<file path="config.mk">
export PLATFORM = sky130hd
export DESIGN_NAME = cbrl_cell
export DESIGN_NICKNAME = d
export VERILOG_FILES = /design/src/rtl/cbrl_pkg.sv /design/src/rtl/cbrl_cell.sv
export SDC_FILE = /design/constraint.sdc
export NUM_CORES = 2
export LEC_CHECK = 0
export BUFFER_PORTS_ARGS = -buffer_cell sky130_fd_sc_hd__buf_2
export CAP_MARGIN = 20
export CORE_ASPECT_RATIO = 1.75
export CORE_MARGIN = 4
export CORE_UTILIZATION = 42
export DETAILED_ROUTE_END_ITERATION = 7
export GPL_TIMING_DRIVEN = 0
export PLACE_DENSITY = 0.68
export SYNTH_ARGS = -nofsm -noshare
export SYNTH_HDL_FRONTEND = slang
export SYNTH_SLANG_ARGS = --single-unit
</file>
<file path="constraint.sdc">
create_clock -name clock -period 13.9 [get_ports clock]
set_clock_uncertainty 0.05 [all_clocks]
set_input_delay 0.695 -clock clock [delete_from_list [all_inputs] [get_ports clock]]
set_output_delay 0.695 -clock clock [all_outputs]
set_load 0.02 [all_outputs]
</file>
<file path="src/rtl/cbrl_pkg.sv">
package cbrl_pkg;

   localparam int IN_ROWS     = 16;
   localparam int IN_COLS     = 16;
   localparam int IN_CHANNELS = 8;
   localparam int OUT_FILTERS = 16;
   localparam int KERNEL_ROWS = 3;
   localparam int KERNEL_COLS = 3;

   localparam int TAPS       = KERNEL_ROWS * KERNEL_COLS * IN_CHANNELS;
   localparam int TAP_W      = (TAPS > 1) ? $clog2(TAPS) : 1;
   localparam int LINE_DEPTH = KERNEL_ROWS * IN_COLS * IN_CHANNELS;
   localparam int LINE_W     = (LINE_DEPTH > 1) ? $clog2(LINE_DEPTH) : 1;
   localparam int ROW_W      = $clog2(IN_ROWS);
   localparam int COL_W      = $clog2(IN_COLS);
   localparam int CH_W       = (IN_CHANNELS > 1) ? $clog2(IN_CHANNELS) : 1;
   localparam int FIL_W      = (OUT_FILTERS > 1) ? $clog2(OUT_FILTERS) : 1;
   localparam int KR_W       = (KERNEL_ROWS > 1) ? $clog2(KERNEL_ROWS) : 1;
   localparam int KC_W       = (KERNEL_COLS > 1) ? $clog2(KERNEL_COLS) : 1;
   localparam int ACC_W      = 32 + TAP_W + 2;

   localparam logic [1:0] ACT_WEIGHT = 2'd0;
   localparam logic [1:0] ACT_BIAS   = 2'd1;
   localparam logic [1:0] ACT_SAMPLE = 2'd2;

   typedef struct packed {
      logic               valid;
      logic               first;
      logic               last;
      logic [TAP_W-1:0]   tap;
      logic signed [15:0] sample;
   } link_type;

endpackage

</file>
<file path="src/rtl/cbrl_cell.sv">
module cbrl_cell (
   input  logic                                clock,
   input  logic                                reset,
   input  cbrl_pkg::link_type                  link_in,
   output cbrl_pkg::link_type                  link_out,
   input  logic                                wr_en,
   input  logic [cbrl_pkg::TAP_W-1:0]          wr_tap,
   input  logic signed [15:0]                  wr_data,
   output logic signed [cbrl_pkg::ACC_W-1:0]   acc_out,
   output logic                                done_out
);

   logic signed [15:0] wmem [cbrl_pkg::TAPS];

   cbrl_pkg::link_type fwd_ff;
   logic signed [15:0] w_ff, s_ff;
   logic               v1_ff, f1_ff, l1_ff;
   logic signed [31:0] p_ff;
   logic               v2_ff, f2_ff, l2_ff;
   logic signed [cbrl_pkg::ACC_W-1:0] acc_ff, acc_in;
   logic               done_ff;

   always_ff @(posedge clock) begin
      if (wr_en) begin
         wmem[wr_tap] <= wr_data;
      end
      w_ff <= wmem[link_in.tap];
   end

   always_comb begin
      acc_in = acc_ff;
      if (v2_ff) begin
         acc_in = f2_ff ? cbrl_pkg::ACC_W'(p_ff) : acc_ff + cbrl_pkg::ACC_W'(p_ff);
      end
   end

   always_ff @(posedge clock) begin
      fwd_ff.first  <= link_in.first;
      fwd_ff.last   <= link_in.last;
      fwd_ff.tap    <= link_in.tap;
      fwd_ff.sample <= link_in.sample;
      s_ff   <= link_in.sample;
      f1_ff  <= link_in.first;
      l1_ff  <= link_in.last;
      p_ff   <= w_ff * s_ff;
      f2_ff  <= f1_ff;
      l2_ff  <= l1_ff;
      acc_ff <= acc_in;
      if (reset) begin
         fwd_ff.valid <= 1'b0;
         v1_ff        <= 1'b0;
         v2_ff        <= 1'b0;
         done_ff      <= 1'b0;
      end else begin
         fwd_ff.valid <= link_in.valid;
         v1_ff        <= link_in.valid;
         v2_ff        <= v1_ff;
         done_ff      <= v2_ff & l2_ff;
      end
   end

   assign link_out = fwd_ff;
   assign acc_out  = acc_ff;
   assign done_out = done_ff;

endmodule

</file>
==> impl_metrics.env <==
export IMPL_start_util=0.424
export IMPL_holdPathEnd="link_out[21]"
export IMPL_drive_gt1_frac=0.219
export IMPL_crit_chain="clkbuf_1 > nand2_1 > inv_1 > fa_1 > fa_1 > fa_1 > fa_1 > fa_1 > inv_1 > fa_1 > inv_1 > ha_1 > a21oi_1 > o211ai_1 > a32oi_1 > inv_1 > a211o_1 > a31oi_1 > o31ai_1 > xnor2_1"
export IMPL_outcome="completed"
export IMPL_grt_overflow=0
export IMPL_crit_arrival_ns=8.14
export IMPL_syn_inst=3341
export IMPL_antenna_found_initial=3
export IMPL_cp_max_fo=10
export IMPL_ys_flop_type="edfxtp_1"
export IMPL_cts_buffers=111
export IMPL_ioPinCount=120
export IMPL_pre_cts_ws_ns=6.25
export IMPL_setup_viol=0
export IMPL_r2r_slack_ns=6.29
export IMPL_clock_path_buffers=3
export IMPL_rsz0062_at_grt="no"
export IMPL_cap_violations=0
export IMPL_path_class="flop to flop"
export IMPL_critical_path_max_stage_delay_ns=0.65
export IMPL_routed_via_density=5.47
export IMPL_p_sw_frac=0.407
export IMPL_power_density_mw_per_mm2=252
export IMPL_track_usage=0.195
export IMPL_timing_rr_start="s_ff[2]"
export IMPL_seq_power_share=0.267
export IMPL_drtIter0Drc=2071
export IMPL_period_minus_slack_ns=7.61
export IMPL_ctsHtreeMaxLevel=3
export IMPL_reg2reg_depth=20
export IMPL_cts_resized=0
export IMPL_setup_tns_ns=0
export IMPL_stdcell_count=5580
export IMPL_dr_pass1_iters=5
export IMPL_die_w_um=292
export IMPL_dpl_hpwl_mm=107
export IMPL_synth_cell_area_mm2=0.0591
export IMPL_wl_per_cell_um=25.6
export IMPL_hold_path_class="input port to flop"
export IMPL_vias=30500
export IMPL_period_share=0.547
export IMPL_start_kind="flop"
export IMPL_holdWs_ns=0.0825
export IMPL_leakage_uw=0.0235
export IMPL_worst_pin_slew_ns=1.12
export IMPL_vdd_drop_max_mv=0.567
export IMPL_path_clk_slew_ns=0.07
export IMPL_fmax_ghz=0.131
export IMPL_cp_end_kind="flop"
export IMPL_grt_pass1_vias=33300
export IMPL_ys_types=57
export IMPL_p_switching_uw=6900
export IMPL_die_area_mm2=0.147
export IMPL_clk_latency_ns=0.76
export IMPL_worst_path_dominant_cell_family="adder cells"
export IMPL_synth_async_reset_ratio=0
export IMPL_die_h_um=504
export IMPL_slew_violations=0
export IMPL_dp_cells=5342
export IMPL_comb_power_share=0.546
export IMPL_port_buffer_count=117
export IMPL_rows=181
export IMPL_slowest_stage="dfxtp_1"
export IMPL_postCtsSetupBuffers=0
export IMPL_grt_max_degree=73
export IMPL_finalHoldViolations=0
export IMPL_gp_congestion=0.920
export IMPL_ys_seq_area_frac=0.632
export IMPL_syn_num_nets=3778
export IMPL_cp_required_ns=14.43
export IMPL_area_growth_pct=13.5
export IMPL_fin_ws_ns=6.29
export IMPL_clockPowerShare=0.186
export IMPL_min_delay_path_depth=1
export IMPL_core_mm2=0.140
export IMPL_hp_start="link_in[21]"
export IMPL_internal_power_uw=10000
export IMPL_routed_wl_mm=143
export IMPL_syn_mean_instance_area_um2=17.7
export IMPL_root_buffer="clkbuf_16"
export IMPL_cts_tree="done"
export IMPL_clock_sinks=1271
export IMPL_r2r_end="p_ff[31]"
export IMPL_slew_headroom=0.250
export IMPL_synth_seq_cells=1271
export IMPL_cpMostUsedCell="fa_1"
export IMPL_synth_edf_count=1193
export IMPL_path_buf_inv=5
export IMPL_nNetsFinal=4090
export IMPL_drtAntennaViolNets=0
export IMPL_grt_pass1_wl_mm=213
export IMPL_yosysWarnings=0
export IMPL_drc=0
-- registers in the layout (all words and copies together), names as in the netlist --
register,flops
l1_ff,1
v1_ff,1
p_ff,32
f1_ff,1
link_out,7
wmem,1152
done_out,1
f2_ff,1
s_ff,16
l2_ff,1
acc_out,41
w_ff,16
v2_ff,1
-- per-layer routing --
metal | GRT usage | vias to the layer above | part of all wire
met4 | 0.113 | 0 | 0.067
met1 | 0.194 | 15900 | 0.32
li1 | - | 13200 | -
met5 | 0 | - | 0
met2 | 0.379 | 1021 | 0.57
met3 | 0.0268 | 371 | 0.047
-- synth_stat cells, drive strengths merged, types with 2 or more instances --
library cell	instances	share of area
nand2b	10	0.0011
a31oi	7	0.00074
fa	263	0.089
nor2	140	0.0089
a21oi	71	0.0060
mux4	368	0.14
o21bai	7	0.00089
a211oi	9	0.0011
xnor2	46	0.0068
o21a	11	0.0014
nor2b	20	0.0021
a31o	4	0.00059
o41ai	3	0.00057
nor3	12	0.0010
edfxtp	1193	0.61
o22ai	2	0.00021
a22o	2	0.00030
and4	3	0.00044
dfxtp	78	0.026
buf	53	0.0063
nand3b	2	0.00025
and3	7	0.00074
xor2	24	0.0036
nand2	196	0.012
nand3	14	0.0012
mux2i	17	0.0029
a21boi	2	0.00025
o21ai	66	0.0056
clkbuf	86	0.0055
a21o	23	0.0029
ha	122	0.026
and2	128	0.014
nand4	6	0.00063
o31ai	8	0.0011
inv	306	0.019
o31a	4	0.00059
a211o	6	0.00089
or3	7	0.00074
o211ai	4	0.00051
-- worst max path at each step --
| stage | from | to | slack (ns) | depth (start not counted) |
|---|---|---|---|---|
| after global placement | s_ff[2] | p_ff[31] | 6.24 | 20 |
| final | s_ff[2] | p_ff[31] | 6.29 | 20 |
| after detailed placement | s_ff[2] | p_ff[31] | 6.25 | 20 |
| after floorplan | s_ff[1] | p_ff[31] | 7.72 | 18 |
| after CTS | s_ff[2] | p_ff[31] | 6.23 | 20 |
| after global routing | s_ff[2] | p_ff[31] | 5.95 | 20 |
-- power groups by stage --
stage                     Clock (uW)  Combinational (uW)  Sequential (uW)
final                           3160                9240             4530
after global routing            3380               10400             4530
after floorplan                    0                6650             4590
after CTS                       3230                9340             4530
after detailed placement           0                9280             4610
after global placement             0                9180             4610
-- cell type report --
class                   instances  area (um^2)
flip-flops and latches       1271        37400
well taps                    1830         2290
clock buffers                 124         2830
diodes                          3         7.51
clock inverters                83          920
repair buffers                199         1760
plain buffers                 139          693
fillers                     11600        72400
inverters                     306         1150
multi-input cells            1625        20100
-- worst register-to-register path, cell delays in order (launching register included) --
cell and delay, ns:
dfxtp_1 0.65, clkbuf_1 0.65, nand2_1 0.21, inv_1 0.13
fa_1 0.61, fa_1 0.60, fa_1 0.45, fa_1 0.55
fa_1 0.51, inv_1 0.05, fa_1 0.50, inv_1 0.05
ha_1 0.38, a21oi_1 0.32, o211ai_1 0.26, a32oi_1 0.29
inv_1 0.08, a211o_1 0.32, a31oi_1 0.39, o31ai_1 0.16
xnor2_1 0.27
-- kinds of logic (layout without fill, tap and decap cells) --
logic type	count (synthesis)	in the layout	share of synthesized area
flops	1271	1271	0.632
simple gates	548	548	0.0434
buf+inv	445	851	0.0311
mux	386	386	0.143
fa+ha+maj	385	385	0.115
compound gates	236	236	0.0248
xor+xnor	70	70	0.0104
other cells	0	3	0
-- layout by cell type, fill, tap and decap left out, types with 9 or more instances in the layout --
cell	instances
buf_6	19
clkinv_2	28
o21a_1	11
nand2_1	196
nand2b_1	10
nand3_1	14
buf_12	17
buf_4	10
nor2_1	73
ha_1	122
buf_2	126
a21o_1	23
nor2b_1	20
xor2_1	24
mux2i_1	17
nor2_2	67
fa_1	263
edfxtp_1	1193
dlygate4sd3_1	22
inv_1	306
buf_1	21
o21ai_1	33
a21oi_1	71
dfxtp_1	77
o21ai_0	33
a211oi_1	9
nor3_1	10
clkinv_1	26
clkbuf_16	111
and2_1	128
clkbuf_1	99
buf_8	36
xnor2_1	46
bufinv_16	14
mux4_2	368
-- stage by stage --
stage / utilization / instance area, um^2 / power (uW)
3_5_place_dp: 0.452 / 63000 / 13900
5_1_grt: 0.481 / 67100 / 18300
6_report: 0.481 / 67100 / 16900
4_1_cts: 0.480 / 67000 / 17100
3_3_place_gp: 0.444 / 62000 / 13800
2_1_floorplan: - / 59100 / 11200
-- repair_timing --
item                                   4_1_cts  5_1_grt
endpoints found under the hold margin       22        0
setup endpoints to repair                    0        0
hold buffers                                22        0
No activity file was read; power rests on OpenSTA's default activity.
